===== src/sv/gmps_pkg.sv =====
// ----------------------------------------------------------------------------
// gmps_pkg
// Shared types and constants for the grid maze path search block.
// ----------------------------------------------------------------------------
`default_nettype none

package gmps_pkg;

    // Item field widths
    localparam int FUNC_W = 2;
    localparam int ROW_W  = 3;
    localparam int COL_W  = 3;

    // Item function codes
    typedef enum logic [FUNC_W-1:0] {
        FN_WRITE = 2'd0,
        FN_SOLVE = 2'd1,
        FN_READ  = 2'd2
    } func_t;

    // Direction codes, tried in this order; DIR_END means all four are done
    localparam int DIR_W = 3;
    localparam logic [DIR_W-1:0] DIR_DOWN  = 3'd0;
    localparam logic [DIR_W-1:0] DIR_RIGHT = 3'd1;
    localparam logic [DIR_W-1:0] DIR_UP    = 3'd2;
    localparam logic [DIR_W-1:0] DIR_LEFT  = 3'd3;
    localparam logic [DIR_W-1:0] DIR_END   = 3'd4;

    // Search sequencer states
    typedef enum logic [1:0] {
        ST_IDLE,
        ST_TRY,
        ST_CHECK,
        ST_POP
    } srch_st_t;

    // Search engine requests toward the cell memories and the result logic
    typedef struct packed {
        logic maze_rd;    // read maze cell at cell_addr
        logic mark_rd;    // read path mark at cell_addr
        logic mark_we;    // write path mark at cell_addr
        logic mark_wbit;  // value to write
        logic fin;        // solve item finished this cycle
        logic hit;        // goal reached (valid with fin)
    } srch_ctl_t;

endpackage

`default_nettype wire


===== src/sv/grid_maze_path_search_top.sv =====
// ----------------------------------------------------------------------------
// grid_maze_path_search_top
// Maze cell store, path mark store and depth-first path search.
//
//  channel  ports                          handshake
//  -------  -----------------------------  -------------------------------
//  item     func, row, col, cell_open      taken when start && !busy
//  result   found, path_bit                one cycle, marked by done
//
//  Write, read and unused items: one per cycle, result one cycle after.
//  Solve: busy for the search; each try is its own state, each cell check
//  waits on the maze/mark memory read, and each retreat above the last frame
//  adds a pop state for the stack memory read. Result is registered at the end.
//  Reset clears maze and marks at once through per-cell valid bits.
//  The receiver cannot stall; done pulses once per item.
// ----------------------------------------------------------------------------
`default_nettype none

module grid_maze_path_search_top #(
    parameter int SIDE = 8
) (
    input  logic                        clk,
    input  logic                        rst_n,
    input  logic                        start,
    output logic                        busy,
    input  logic [gmps_pkg::FUNC_W-1:0] func,
    input  logic [gmps_pkg::ROW_W-1:0]  row,
    input  logic [gmps_pkg::COL_W-1:0]  col,
    input  logic                        cell_open,
    output logic                        done,
    output logic                        found,
    output logic                        path_bit
);

    import gmps_pkg::*;

    localparam int RW = $clog2(SIDE);
    localparam int AW = 2 * RW;
    localparam int NC = 1 << AW;

    logic            accept, in_ok, is_wr, is_solve, is_rd;
    logic [RW-1:0]   in_r, in_c;
    logic [AW-1:0]   in_addr, srch_addr, mark_raddr;
    srch_ctl_t       ctl;
    logic            srch_busy;

    logic            maze_we, mark_re;
    logic            maze_q, mark_q;
    logic            maze_bit, mark_bit;

    logic [NC-1:0]   maze_vld_reg, maze_vld_next;
    logic [NC-1:0]   mark_vld_reg, mark_vld_next;
    logic            maze_vq_reg, maze_vq_next;
    logic            mark_vq_reg, mark_vq_next;
    logic            done_reg, done_next;
    logic            path_pend_reg, path_pend_next;
    logic            last_found_reg, last_found_next;

    // Item decode
    assign accept   = start && !srch_busy;
    assign in_ok    = (32'(row) < SIDE) && (32'(col) < SIDE);
    assign in_r     = RW'(row);
    assign in_c     = RW'(col);
    assign in_addr  = {in_r, in_c};
    assign is_wr    = accept && (func == FN_WRITE);
    assign is_solve = accept && (func == FN_SOLVE);
    assign is_rd    = accept && (func == FN_READ);

    gmps_search #(
        .SIDE (SIDE)
    ) u_search (
        .clk       (clk),
        .rst_n     (rst_n),
        .go        (is_solve),
        .go_ok     (in_ok),
        .go_row    (in_r),
        .go_col    (in_c),
        .maze_bit  (maze_bit),
        .mark_bit  (mark_bit),
        .cell_addr (srch_addr),
        .ctl       (ctl),
        .busy      (srch_busy)
    );

    // Maze cells: written by items, read by the search
    assign maze_we = is_wr && in_ok;

    gmps_ram #(
        .WIDTH (1),
        .DEPTH (NC)
    ) u_maze (
        .clk   (clk),
        .we    (maze_we),
        .waddr (in_addr),
        .wdata (cell_open),
        .re    (ctl.maze_rd),
        .raddr (srch_addr),
        .rdata (maze_q)
    );

    // Path marks: written by the search, read by it and by read items
    assign mark_re    = ctl.mark_rd || is_rd;
    assign mark_raddr = is_rd ? in_addr : srch_addr;

    gmps_ram #(
        .WIDTH (1),
        .DEPTH (NC)
    ) u_mark (
        .clk   (clk),
        .we    (ctl.mark_we),
        .waddr (srch_addr),
        .wdata (ctl.mark_wbit),
        .re    (mark_re),
        .raddr (mark_raddr),
        .rdata (mark_q)
    );

    // A never-written entry reads as zero
    assign maze_bit = maze_vq_reg && maze_q;
    assign mark_bit = mark_vq_reg && mark_q;

    // Valid bits and their sample at read time
    always_comb
    begin
        maze_vld_next = maze_vld_reg;
        mark_vld_next = mark_vld_reg;
        maze_vq_next  = maze_vq_reg;
        mark_vq_next  = mark_vq_reg;
        if (maze_we)
        begin
            maze_vld_next[in_addr] = 1'b1;
        end
        if (is_solve)
        begin
            mark_vld_next = '0;
        end
        else if (ctl.mark_we)
        begin
            mark_vld_next[srch_addr] = 1'b1;
        end
        if (ctl.maze_rd)
        begin
            maze_vq_next = maze_vld_reg[srch_addr];
        end
        if (mark_re)
        begin
            // solve start reads the start cell after the marks are wiped
            mark_vq_next = !is_solve && mark_vld_reg[mark_raddr];
        end
    end

    // Result
    always_comb
    begin
        done_next       = (accept && (func != FN_SOLVE)) || ctl.fin;
        path_pend_next  = is_rd && in_ok;
        last_found_next = ctl.fin ? ctl.hit : last_found_reg;
    end

    always_ff @(posedge clk or negedge rst_n)
    begin
        if (!rst_n)
        begin
            maze_vld_reg   <= '0;
            mark_vld_reg   <= '0;
            maze_vq_reg    <= 1'b0;
            mark_vq_reg    <= 1'b0;
            done_reg       <= 1'b0;
            path_pend_reg  <= 1'b0;
            last_found_reg <= 1'b0;
        end
        else
        begin
            maze_vld_reg   <= maze_vld_next;
            mark_vld_reg   <= mark_vld_next;
            maze_vq_reg    <= maze_vq_next;
            mark_vq_reg    <= mark_vq_next;
            done_reg       <= done_next;
            path_pend_reg  <= path_pend_next;
            last_found_reg <= last_found_next;
        end
    end

    assign busy     = srch_busy;
    assign done     = done_reg;
    assign found    = last_found_reg;
    assign path_bit = path_pend_reg && mark_bit;

endmodule

`default_nettype wire


===== src/sv/gmps_ram.sv =====
// ----------------------------------------------------------------------------
// gmps_ram
// Generic single-clock RAM: one write port, one read port, registered read.
// ----------------------------------------------------------------------------
`default_nettype none

module gmps_ram #(
    parameter int WIDTH = 1,
    parameter int DEPTH = 64
) (
    input  logic                                   clk,
    input  logic                                   we,
    input  logic [((DEPTH > 1) ? $clog2(DEPTH) : 1)-1:0] waddr,
    input  logic [WIDTH-1:0]                       wdata,
    input  logic                                   re,
    input  logic [((DEPTH > 1) ? $clog2(DEPTH) : 1)-1:0] raddr,
    output logic [WIDTH-1:0]                       rdata
);

    logic [WIDTH-1:0] mem [DEPTH];
    logic [WIDTH-1:0] rdata_reg;

    // Write and registered read
    always_ff @(posedge clk)
    begin
        if (we)
        begin
            mem[waddr] <= wdata;
        end
        if (re)
        begin
            rdata_reg <= mem[raddr];
        end
    end

    assign rdata = rdata_reg;

endmodule

`default_nettype wire


===== src/sv/gmps_search.sv =====
// ----------------------------------------------------------------------------
// gmps_search
// Depth-first backtracking sequencer. The top frame lives in registers, the
// frames below it in a stack RAM. Maze and mark reads go out in the cycle
// before the check that uses them.
// ----------------------------------------------------------------------------
`default_nettype none

module gmps_search #(
    parameter int SIDE = 8
) (
    input  logic                          clk,
    input  logic                          rst_n,
    input  logic                          go,
    input  logic                          go_ok,
    input  logic [$clog2(SIDE)-1:0]       go_row,
    input  logic [$clog2(SIDE)-1:0]       go_col,
    input  logic                          maze_bit,
    input  logic                          mark_bit,
    output logic [2*$clog2(SIDE)-1:0]     cell_addr,
    output gmps_pkg::srch_ctl_t           ctl,
    output logic                          busy
);

    import gmps_pkg::*;

    localparam int RW    = $clog2(SIDE);
    localparam int AW    = 2 * RW;
    localparam int CELLS = SIDE * SIDE;
    localparam int SAW   = $clog2(CELLS);
    localparam int DW    = $clog2(CELLS + 1);
    localparam int FW    = AW + DIR_W;
    localparam logic [RW-1:0] LAST      = RW'(SIDE - 1);
    localparam logic [DW-1:0] DEPTH_MAX = DW'(CELLS);

    srch_st_t         st_reg, st_next;
    logic [RW-1:0]    top_r_reg, top_r_next;
    logic [RW-1:0]    top_c_reg, top_c_next;
    logic [DIR_W-1:0] top_dir_reg, top_dir_next;
    logic [RW-1:0]    nb_r_reg, nb_r_next;
    logic [RW-1:0]    nb_c_reg, nb_c_next;
    logic [DW-1:0]    depth_reg, depth_next;
    logic [DW-1:0]    depth_m1, depth_m2;

    logic [RW-1:0]    try_r, try_c;
    logic             try_ok;
    logic             dir_end, at_root, last_frame, is_goal, can_push;

    logic             stk_we, stk_re;
    logic [FW-1:0]    stk_wdata, stk_rdata;

    // Frames below the top
    gmps_ram #(
        .WIDTH (FW),
        .DEPTH (CELLS)
    ) u_stack (
        .clk   (clk),
        .we    (stk_we),
        .waddr (depth_m1[SAW-1:0]),
        .wdata (stk_wdata),
        .re    (stk_re),
        .raddr (depth_m2[SAW-1:0]),
        .rdata (stk_rdata)
    );

    // Neighbor of the top cell in its next direction
    always_comb
    begin
        try_r  = top_r_reg;
        try_c  = top_c_reg;
        try_ok = 1'b0;
        case (top_dir_reg)
            DIR_DOWN:
            begin
                try_r  = top_r_reg + RW'(1);
                try_ok = (top_r_reg != LAST);
            end
            DIR_RIGHT:
            begin
                try_c  = top_c_reg + RW'(1);
                try_ok = (top_c_reg != LAST);
            end
            DIR_UP:
            begin
                try_r  = top_r_reg - RW'(1);
                try_ok = (top_r_reg != '0);
            end
            DIR_LEFT:
            begin
                try_c  = top_c_reg - RW'(1);
                try_ok = (top_c_reg != '0);
            end
            default:
            begin
                try_ok = 1'b0;
            end
        endcase
    end

    assign depth_m1   = depth_reg - DW'(1);
    assign depth_m2   = depth_reg - DW'(2);
    assign dir_end    = (top_dir_reg >= DIR_END);
    assign at_root    = (depth_reg == '0);
    assign last_frame = (depth_reg == DW'(1));
    assign is_goal    = (nb_r_reg == LAST) && (nb_c_reg == LAST);
    assign can_push   = maze_bit && !mark_bit && (depth_reg < DEPTH_MAX);
    assign stk_wdata  = {top_r_reg, top_c_reg, top_dir_reg};
    assign busy       = (st_reg != ST_IDLE);

    // Next state
    always_comb
    begin
        st_next = st_reg;
        case (st_reg)
            ST_IDLE:
            begin
                if (go && go_ok)
                begin
                    st_next = ST_CHECK;
                end
            end
            ST_TRY:
            begin
                if (dir_end)
                begin
                    st_next = last_frame ? ST_IDLE : ST_POP;
                end
                else if (try_ok)
                begin
                    st_next = ST_CHECK;
                end
            end
            ST_CHECK:
            begin
                if (is_goal)
                begin
                    st_next = (maze_bit || at_root) ? ST_IDLE : ST_TRY;
                end
                else
                begin
                    st_next = (can_push || !at_root) ? ST_TRY : ST_IDLE;
                end
            end
            ST_POP:
            begin
                st_next = ST_TRY;
            end
            default:
            begin
                st_next = ST_IDLE;
            end
        endcase
    end

    // Outputs and frame updates
    always_comb
    begin
        ctl          = '0;
        cell_addr    = {nb_r_reg, nb_c_reg};
        top_r_next   = top_r_reg;
        top_c_next   = top_c_reg;
        top_dir_next = top_dir_reg;
        nb_r_next    = nb_r_reg;
        nb_c_next    = nb_c_reg;
        depth_next   = depth_reg;
        stk_we       = 1'b0;
        stk_re       = 1'b0;
        case (st_reg)
            ST_IDLE:
            begin
                cell_addr = {go_row, go_col};
                if (go)
                begin
                    depth_next = '0;
                    if (go_ok)
                    begin
                        ctl.maze_rd = 1'b1;
                        ctl.mark_rd = 1'b1;
                        nb_r_next   = go_row;
                        nb_c_next   = go_col;
                    end
                    else
                    begin
                        ctl.fin = 1'b1;
                    end
                end
            end
            ST_TRY:
            begin
                if (dir_end)
                begin
                    // retreat: unmark and drop the top frame
                    cell_addr     = {top_r_reg, top_c_reg};
                    ctl.mark_we   = 1'b1;
                    ctl.mark_wbit = 1'b0;
                    depth_next    = depth_m1;
                    if (last_frame)
                    begin
                        ctl.fin = 1'b1;
                    end
                    else
                    begin
                        stk_re = 1'b1;
                    end
                end
                else
                begin
                    top_dir_next = top_dir_reg + DIR_W'(1);
                    if (try_ok)
                    begin
                        cell_addr   = {try_r, try_c};
                        ctl.maze_rd = 1'b1;
                        ctl.mark_rd = 1'b1;
                        nb_r_next   = try_r;
                        nb_c_next   = try_c;
                    end
                end
            end
            ST_CHECK:
            begin
                if (is_goal)
                begin
                    if (maze_bit)
                    begin
                        ctl.mark_we   = 1'b1;
                        ctl.mark_wbit = 1'b1;
                        ctl.fin       = 1'b1;
                        ctl.hit       = 1'b1;
                    end
                    else if (at_root)
                    begin
                        ctl.fin = 1'b1;
                    end
                end
                else if (can_push)
                begin
                    // advance: old top goes to the stack RAM
                    ctl.mark_we   = 1'b1;
                    ctl.mark_wbit = 1'b1;
                    stk_we        = !at_root;
                    top_r_next    = nb_r_reg;
                    top_c_next    = nb_c_reg;
                    top_dir_next  = DIR_DOWN;
                    depth_next    = depth_reg + DW'(1);
                end
                else if (at_root)
                begin
                    ctl.fin = 1'b1;
                end
            end
            ST_POP:
            begin
                {top_r_next, top_c_next, top_dir_next} = stk_rdata;
            end
            default:
            begin
                ctl = '0;
            end
        endcase
    end

    // Control state
    always_ff @(posedge clk or negedge rst_n)
    begin
        if (!rst_n)
        begin
            st_reg    <= ST_IDLE;
            depth_reg <= '0;
        end
        else
        begin
            st_reg    <= st_next;
            depth_reg <= depth_next;
        end
    end

    // Frame payload
    always_ff @(posedge clk)
    begin
        top_r_reg   <= top_r_next;
        top_c_reg   <= top_c_next;
        top_dir_reg <= top_dir_next;
        nb_r_reg    <= nb_r_next;
        nb_c_reg    <= nb_c_next;
    end

    // Checks
    a_depth_bound: assert property (@(posedge clk) disable iff (!rst_n)
        depth_reg <= DEPTH_MAX)
        else $error("stack depth beyond grid size");

    a_fin_idle: assert property (@(posedge clk) disable iff (!rst_n)
        ctl.fin |=> (st_reg == ST_IDLE))
        else $error("search did not return to idle after finishing");

    a_pop_try: assert property (@(posedge clk) disable iff (!rst_n)
        (st_reg == ST_POP) |=> (st_reg == ST_TRY))
        else $error("restored frame not followed by a try");

    a_check_read: assert property (@(posedge clk) disable iff (!rst_n)
        (st_reg == ST_CHECK) |-> $past(ctl.maze_rd && ctl.mark_rd))
        else $error("cell check without a read one cycle before");

endmodule

`default_nettype wire

===== config.mk =====
export PLATFORM = sky130hd
export DESIGN_NAME = grid_maze_path_search_top
export DESIGN_NICKNAME = d
export VERILOG_FILES = /design/src/sv/gmps_pkg.sv /design/src/sv/grid_maze_path_search_top.sv /design/src/sv/gmps_ram.sv /design/src/sv/gmps_search.sv
export SDC_FILE = /design/constraint.sdc
export NUM_CORES = 1
export LEC_CHECK = 0
export BUFFER_PORTS_ARGS = -buffer_cell sky130_fd_sc_hd__buf_2
export CORE_MARGIN = 1.5
export CORE_UTILIZATION = 35
export DETAILED_ROUTE_END_ITERATION = 12
export MAX_ROUTING_LAYER = met4
export SLEW_MARGIN = 20
export SYNTH_ARGS = -nofsm -noshare
export SYNTH_HDL_FRONTEND = slang
export SYNTH_SLANG_ARGS = --single-unit
export TNS_END_PERCENT = 1

===== constraint.sdc =====
create_clock -name clk -period 6.04 [get_ports clk]
set_input_delay 0.906 -clock clk [delete_from_list [all_inputs] [get_ports clk]]
set_output_delay 0.906 -clock clk [all_outputs]
set_load 0.01 [all_outputs]

==> PnR_summary.wiki, run 1 <==
{| class="wikitable"
! Metric !! Value
|-
| Post-synthesis instance total || 2136
|-
| Core Region || 101700 um^2
|-
| Vias/cell || 5.396
|-
| Transition time at the pin with the least slew margin || 1.168 ns
|-
| Total power density per cell area || between 500 and 600 nW/um^2
|-
| Sequential element share of the synthesized area || between 70% and 80%
|-
| Post-route clock period utilization || 76.53%
|-
| Final hold viol count || 0
|-
| Die extent in y || about 320 um
|-
| Violation count after the first detailed-route iteration || 1953
|-
| Slowest stage cell, crit path || a41oi_4
|-
| Global-route wire length before repair || 129.0 mm
|-
| DRT antenna net count || 0
|-
| Count of flip-flops with a built-in enable after synthesis || 730
|-
| Worst vdd ir || 0.0003403 V
|-
| Area share of fa/ha/maj cells after synthesis || 0.7040%
|-
| Final standard cell utilization of the core || between 30% and 40%
|-
| GRT Residual Overflow || 0
|-
| Number of antenna violations at the first check in global routing || 0
|-
| Number of sinks driven by the clock tree || 872
|-
| Net Sw Frac || 35.17%
|-
| Avg Cell Area, Syn || 16.81 um^2
|-
| WS Path Type || flop to flop
|-
| Leading post-synthesis cells by instance count || edfxtp_1, nor2_1, mux4_2
|-
| Horizontal die dimension || 323.3 um
|-
| Mux share of post-synthesis cell area || 13.28%
|-
| Largest net degree at the start of global routing || 76
|-
| Post-synthesis instance area || 35900 um^2
|-
| Clock buffers created by TritonCTS || 88
|-
| Leading cell type by number of instances after synthesis || edfxtp_1
|-
| Post-route clock skew || 0.02631 ns
|-
| Synthesized flop and latch total || 872
|-
| Number of slew-limit violations in the final report || 0
|-
| Wire length per cell after detailed routing || 23.39 um
|-
| Slowest Stage Delay on Critical Path || between 0.9 and 1 ns
|-
| Synthesized Nets || 2167
|-
| Overall power consumption || 20.29 mW
|-
| Total Die Area || about 100000 um^2
|-
| Count of standard-cell rows || 117
|-
| Port bufs || 15
|-
| Setup bufs post-CTS || 0
|-
| Share of synthesized cell area in and, or, nand and nor gates || 7.577%
|-
| All-Layer GR Usage || 16.88%
|-
| Switch Pwr || about 7.1 mW
|-
| Design internal power || 13.15 mW
|-
| Total of cells resized after clock tree synthesis || 0
|-
| Layout cells sized above 1 || 21.45%
|-
| Largest cells by area after synthesis || edfxtp_1, mux4_2, dfrtp_1, nor2_1, nand2_1
|-
| Remaining design rule violation count || 0
|-
| Placed standard-cell area || 37590 um^2
|-
| Largest register FFs || 576
|-
| Num ports || 16
|-
| Max-slew headroom at the worst pin || 21.83%
|-
| Unrepaired setup endpoints after global routing || false
|-
| Count of H-tree levels built during CTS || 3
|-
| Sequential group share of total power || 36.9%
|-
| Library cell with the largest summed area after synthesis || edfxtp_1
|-
| Worst R2R Start || u_search.st_reg[1]
|-
| Compound-gate portion of the synthesized area || between 5 and 6%
|-
| Number of diodes || 0
|-
| Minimum clock period after layout || 4.623 ns
|-
| Total via count after detailed routing || 19530
|-
| Number of global-route vias before repair || 20090
|-
| Filler cells || 9130
|-
| Placed insts || between 3000 and 4000
|-
| Finished Cell Area || 40500 um^2
|-
| Clock tree from TritonCTS || done
|-
| CTS root buf || clkbuf_16
|-
| Max-cap viol count || 0
|-
| Total number of yosys warnings || 0
|-
| Arrival @ worst endpoint || 5.13 ns
|-
| Cell family with the largest share of critical-path delay || compound AO/OA/AOI/OAI gates
|-
| Maximum root-to-sink buffer count || 3
|-
| Maximum frequency from static timing analysis || 216.3 MHz
|-
| Dominant combinational cell family by area after synthesis || multiplexers
|-
| Result of the run || finished, final reports clean
|-
| Leak || roughly 13 nW
|-
| Proportion of synthesized flip-flops having asynchronous set or reset || 16.28%
|-
| Sum of negative setup slack || 0 ns
|-
| Starting density of the core || 35.29%
|-
| Aggregate routed wire length || about 85 mm
|-
| Endpoint required time on the critical path || about 6.6 ns
|-
| Clock transition at the registers of the reported paths || ~0.060 ns
|-
| Proportion of power drawn by the clock network || approximately 27%
|-
| Xor/xnor cell area share of the yosys netlist || less than 1%
|-
| HPWL after DPL || 52.81 mm
|-
| Most instantiated flip-flop cell in the synthesis netlist || edfxtp_1
|-
| Synth cell types || 86
|-
| Post-CTS Hold Buffers || 0
|-
| Synthesis-to-finish area growth || 12.83%
|-
| Layout Nets || 2209
|-
| Final-report setup violation count || 0
|-
| Hold Crit Class || input port to asynchronous set/reset pin
|-
| Maximum fanout along the worst path || 24
|-
| Count of buffering cells on the critical path with inverters included || 3
|-
| Clock latency of the later-clocked register in the worst-skew pair || around 0.66 ns
|-
| Worst Setup Start Kind || flop
|-
| Biggest register || u_search.u_stack.mem
|-
| Cell breakdown of the critical path || inv_1 > ha_1 > inv_2 > nor2_1 > a22oi_1 > a41oi_4 > buf_4 > nand2_1 > and3_1 > a31oi_1 > a221oi_1 > nor3_1 > o2111a_1
|-
| Area fraction of the dominant cell type after synthesis || 61.06%
|-
| Part of the total power dissipated in combinational logic || 36.1%
|-
| Gpl congestion || 0.9039
|-
| First drt pass iteration count || 7
|-
| Crit. End Element || flop
|-
| Final instance count without filler cells || 3620
|-
| Critical path launch point || u_search.st_reg[1]
|}
-- power by group through the flow --
| stage | clock [mW] | combinational (mW) | sequential [mW] |
|---|---|---|---|
| 6_report | 5.48 | 7.32 | 7.49 |
| 5_1_grt | 5.82 | 7.81 | 7.52 |
| 4_1_cts | 5.58 | 7.32 | 7.49 |
| 3_5_place_dp | 0 | 7.27 | 7.61 |
| 3_3_place_gp | 0 | 7.14 | 7.60 |
| 2_1_floorplan | 0 | 4.84 | 7.63 |
-- final timing paths --
| check | end | slack [ns] | depth (start not counted) |
|---|---|---|---|
| max | u_mark.rdata | 1.42 | 13 |
| min | mark_vld_reg[11] | 0.30 | 1 |
| max reg2reg | u_mark.rdata | 1.42 | 13 |
| min reg2reg | maze_vld_reg[38] | 0.47 | 1 |
| max in group asynchronous | maze_vld_reg[10] | 4.30 | 2 |
| min in group clk | maze_vld_reg[38] | 0.47 | 1 |
-- layer usage --
layer / vias to the layer above / wire [um] / global-route usage [%]
met3: 145 / 4997 / 2.993
met5: - / 0 / -
met1: 10200 / 36640 / 22.71
li1: 8462 / - / -
met2: 727 / 40790 / 26.34
met4: 0 / 2249 / 4.737
-- cell families (layout without fill, tap and decap cells) --
kind of cell               after synthesis  in the layout
AOI/OAI and AO/OA                      270            270
adders and majority gates               19             19
muxes                                  235            235
xor gates and xnor gates                19             19
DFF                                    872            872
buffers and inverters                  116            232
and+or+nand+nor                        605            605
-- layout by cell type, fill, tap and decap left out, types with 5 or more instances in the layout --
cell type / Yosys / routed
nand2_1: 180 / 180
mux2_2: 8 / 8
clkbuf_1: 52 / 19
nor3_1: 17 / 17
and2_1: 6 / 6
bufinv_16: 0 / 10
nor2_2: 2 / 8
nor2_1: 236 / 229
clkbuf_16: 0 / 89
a22oi_1: 18 / 18
xor2_1: 9 / 8
a22o_1: 10 / 10
nand4_1: 6 / 6
nor2b_1: 6 / 6
o21ai_0: 22 / 22
a21oi_1: 45 / 44
clkinv_1: 2 / 18
ha_1: 17 / 17
xnor2_1: 10 / 10
edfxtp_1: 730 / 730
nand3_1: 45 / 44
mux2i_1: 34 / 34
o21a_1: 64 / 64
dfrtp_1: 142 / 140
clkinv_2: 0 / 16
o211ai_1: 5 / 5
a31oi_1: 19 / 19
mux4_2: 192 / 192
or2_2: 66 / 66
buf_4: 3 / 34
a211oi_1: 9 / 9
inv_1: 15 / 15
buf_2: 23 / 14
a221oi_1: 15 / 15
and3_1: 17 / 17
-- layout make-up --
| cell class | instances | area, um^2 | share of cell area [%] |
|---|---|---|---|
| flip-flops and latches | 872 | 25480 | 62.91 |
| multi-input cells | 1148 | 9978 | 24.64 |
| clock buffers | 111 | 2340 | 5.777 |
| well taps | 1368 | 1712 | 4.226 |
| clock inverters | 53 | 560.5 | 1.384 |
| repair buffers | 50 | 364.1 | 0.8989 |
| inverters | 18 | 67.56 | 0.1668 |
-- per-stage QoR --
step | worst slack [ns] | hold WS [ns]
6_report | 1.417 | 0.3017
5_1_grt | 1.036 | 0.3464
3_5_place_dp | 1.420 | 0.4515
4_1_cts | 1.369 | 0.3153
2_1_floorplan | 1.636 | 0.4384
3_3_place_gp | 1.490 | 0.4516
(Power assumes the default switching activity.)
==> run 2: changes to the inputs <==
clock period = 3.8 ns   (was 6.04 ns; I/O delays follow)
==> PnR_summary.wiki, run 2 (synthesis gave the netlist of run 1 again) <==
{| class="wikitable"
! Metric !! Value
|-
| Wire length per cell after detailed routing || 23.50 um (+0.47%)
|-
| Final hold viol count || 0 (unchanged)
|-
| Maximum root-to-sink buffer count || 3 (unchanged)
|-
| Hold Crit Class || input port to flop
|-
| Biggest register || u_search.u_stack.mem
|-
| Total via count after detailed routing || 19940 (+2.1%)
|-
| Switch Pwr || 11.57 mW (+62%)
|-
| Count of standard-cell rows || 117 (unchanged)
|-
| Num ports || 16 (unchanged)
|-
| All-Layer GR Usage || 17.50% (+0.62 points)
|-
| First drt pass iteration count || 9 (+2)
|-
| Aggregate routed wire length || 88.20 mm (+4.2%)
|-
| Final-report setup violation count || 0 (unchanged)
|-
| Sequential group share of total power || 35.5% (-1.4 points)
|-
| Clock transition at the registers of the reported paths || 0.06 ns (about the same)
|-
| Number of diodes || 0 (unchanged)
|-
| Vias/cell || 5.313 (-1.5%)
|-
| Largest net degree at the start of global routing || 149 (+96%)
|-
| Transition time at the pin with the least slew margin || 1.121 ns (-0.04753 ns)
|-
| Crit. End Element || flop
|-
| Final standard cell utilization of the core || 40.98% (+1.2 points)
|-
| Commonest non-fill, non-tap cell in the layout || edfxtp_1
|-
| Result of the run || finished, final reports clean
|-
| Post-route clock period utilization || 98.71% (+22 points)
|-
| Net Sw Frac || 34.88% (-0.28 points)
|-
| Violation count after the first detailed-route iteration || 2157 (+10%)
|-
| Worst vdd ir || 0.0005459 V (+60%)
|-
| Part of the total power dissipated in combinational logic || 37.7% (+1.6 points)
|-
| Global-route wire length before repair || 133.3 mm (+3.3%)
|-
| Die extent in y || 323.3 um (unchanged)
|-
| Remaining design rule violation count || 0 (unchanged)
|-
| Pre-CTS setup slack || 0.04165 ns (-1.378 ns)
|-
| Synthesis-to-finish area growth || 16.14%
|-
| Arrival @ worst endpoint || 4.09 ns (-1.04 ns)
|-
| Maximum frequency from static timing analysis || 266.6 MHz (+23%)
|-
| Clock tree from TritonCTS || done
|-
| Slowest Stage Delay on Critical Path || 0.51 ns (-0.43 ns)
|-
| Final setup slack of the worst path || 0.04906 ns (-1.368 ns)
|-
| Total power density per cell area || 795.6 nW/um^2 (+59%)
|-
| Number of sinks driven by the clock tree || 872 (unchanged)
|-
| Clock latency of the later-clocked register in the worst-skew pair || 0.66 ns (about the same)
|-
| Unrepaired setup endpoints after global routing || true
|-
| Count of H-tree levels built during CTS || 3 (unchanged)
|-
| WS Path Type || flop to flop
|-
| Cell breakdown of the critical path || ha_2 > ha_4 > fa_2 > xnor2_1 > or3_4 > a221oi_4 > a211oi_4 > nor3_2 > nand2_1 > nor2_1
|-
| HPWL after DPL || 56.26 mm (+6.5%)
|-
| Clock buffers created by TritonCTS || 89 (+1.1%)
|-
| Port bufs || 15 (unchanged)
|-
| Core Region || 101700 um^2 (unchanged)
|-
| Count of buffering cells on the critical path with inverters included || 0 (-3)
|-
| Largest register FFs || 576 (unchanged)
|-
| Number of global-route vias before repair || 20490 (+2.0%)
|-
| GRT Residual Overflow || 0 (unchanged)
|-
| Proportion of power drawn by the clock network || 26.7% (-0.3 points)
|-
| DRT antenna net count || 0 (unchanged)
|-
| CTS root buf || clkbuf_16
|-
| Slowest stage cell, crit path || nor3_2
|-
| Minimum clock period after layout || 3.751 ns (-0.8716 ns)
|-
| Post-route clock skew || 0.02396 ns (-0.002348 ns)
|-
| Endpoint required time on the critical path || 4.14 ns (-2.41 ns)
|-
| Maximum fanout along the worst path || 8 (-67%)
|-
| Design internal power || 21.60 mW (+64%)
|-
| Total Die Area || 104500 um^2 (unchanged)
|-
| Cell family with the largest share of critical-path delay || simple AND/OR/NAND/NOR gates
|-
| Leak || 14.13 nW (+5.4%)
|-
| Starting density of the core || 35.29% (unchanged)
|-
| Number of slew-limit violations in the final report || 0 (unchanged)
|-
| Most used cells in the layout excluding fill and tap cells || edfxtp_1, nor2_1, mux4_2, nand2_1, buf_4
|-
| Worst Setup Start Kind || flop
|-
| Max-cap viol count || 0 (unchanged)
|-
| Gpl congestion || 0.9128 (+0.98%)
|-
| Number of antenna violations at the first check in global routing || 0 (unchanged)
|-
| Layout cells sized above 1 || 26.00% (+4.5 points)
|-
| Layout Nets || 2340 (+5.9%)
|-
| Horizontal die dimension || 323.3 um (unchanged)
|-
| Max-slew headroom at the worst pin || 25.28% (+3.5 points)
|-
| Overall power consumption || 33.17 mW (+63%)
|}
run 2: changes by cell type in the layout (fill, tap and decap cells not counted), sizes merged:
| cell | before | now |
|---|---|---|
| bufinv | 10 | 9 |
| buf | 50 | 179 |
| dlygate4sd3 | 0 | 1 |
| clkbuf | 111 | 122 |
| clkinv | 37 | 28 |
| inv | 20 | 22 |
run 2: path summary, 6_finish.rpt:
check | start | to | slack (ns) | cells after the start
setup / recovery | u_search.top_dir_reg[0] | u_mark.mem[39] | 0.05 | 10
hold / removal | start | done | 0.30 | 3
setup reg to reg | u_search.top_dir_reg[0] | u_mark.mem[39] | 0.05 | 10
hold reg to reg | maze_vld_reg[33] | maze_vld_reg[33] | 0.47 | 1
max in group asynchronous | rst_n | maze_vld_reg[20] | 2.47 | 3
min in group asynchronous | rst_n | mark_vld_reg[11] | 0.48 | 2
run 2: repair_timing:
item,in CTS,in global routing
buffers inserted,0,2
endpoints found under the setup margin,0,47
hold buffers,1,0
gates resized for setup,0,8
endpoints found under the hold margin,56,0
run 2: area by class of cell:
cell class,count,area [um^2]
Clock buffer,122,2465
Clock inverter,45,494.2
Tap cell,1368,1712
Sequential cell,872,25480
Inverter,18,67.56
Multi-Input combinational cell,1148,10020
Fill cell,9193,60050
Timing Repair Buffer,180,1450
run 2: stage by stage:
| step | instances | TNS [ns] | hold slack (ns) | area (um^2) |
|---|---|---|---|---|
| after global routing | 3753 | -0.8229 | 0.3045 | 41690 |
| after CTS | 3751 | 0 | 0.2598 | 41650 |
| after floorplan | 2136 | -4.399 | 0.2744 | 35980 |
| after detailed placement | 3583 | 0 | 0.4539 | 38680 |
| final | 3753 | 0 | 0.2973 | 41690 |
| after global placement | 3583 | 0 | 0.4505 | 38680 |
run 2: metal layers:
| metal | GRT usage (%) | share of wire, % | vias up |
|---|---|---|---|
| met1 | 23.64 | 45 | 10480 |
| met5 | - | 0 | - |
| met4 | 5.143 | 2.8 | 0 |
| met3 | 3.005 | 4.9 | 164 |
| met2 | 27.16 | 48 | 573 |
| li1 | - | - | 8719 |
run 2: power by group through the flow:
stage               clock network [mW]  registers (mW)  logic, mW
detailed placement                   0            12.0       12.4
global placement                     0            12.0       12.3
global route                      9.42            11.8       13.3
CTS                               9.05            11.8       12.5
floorplan                            0            12.1       7.80
finish                            8.87            11.8       12.5
run 2: tightest hold or removal path, cell delays in order:
cell and delay [ns]:
buf_2 0.13, nand2_1 0.10, o21ai_0 0.10
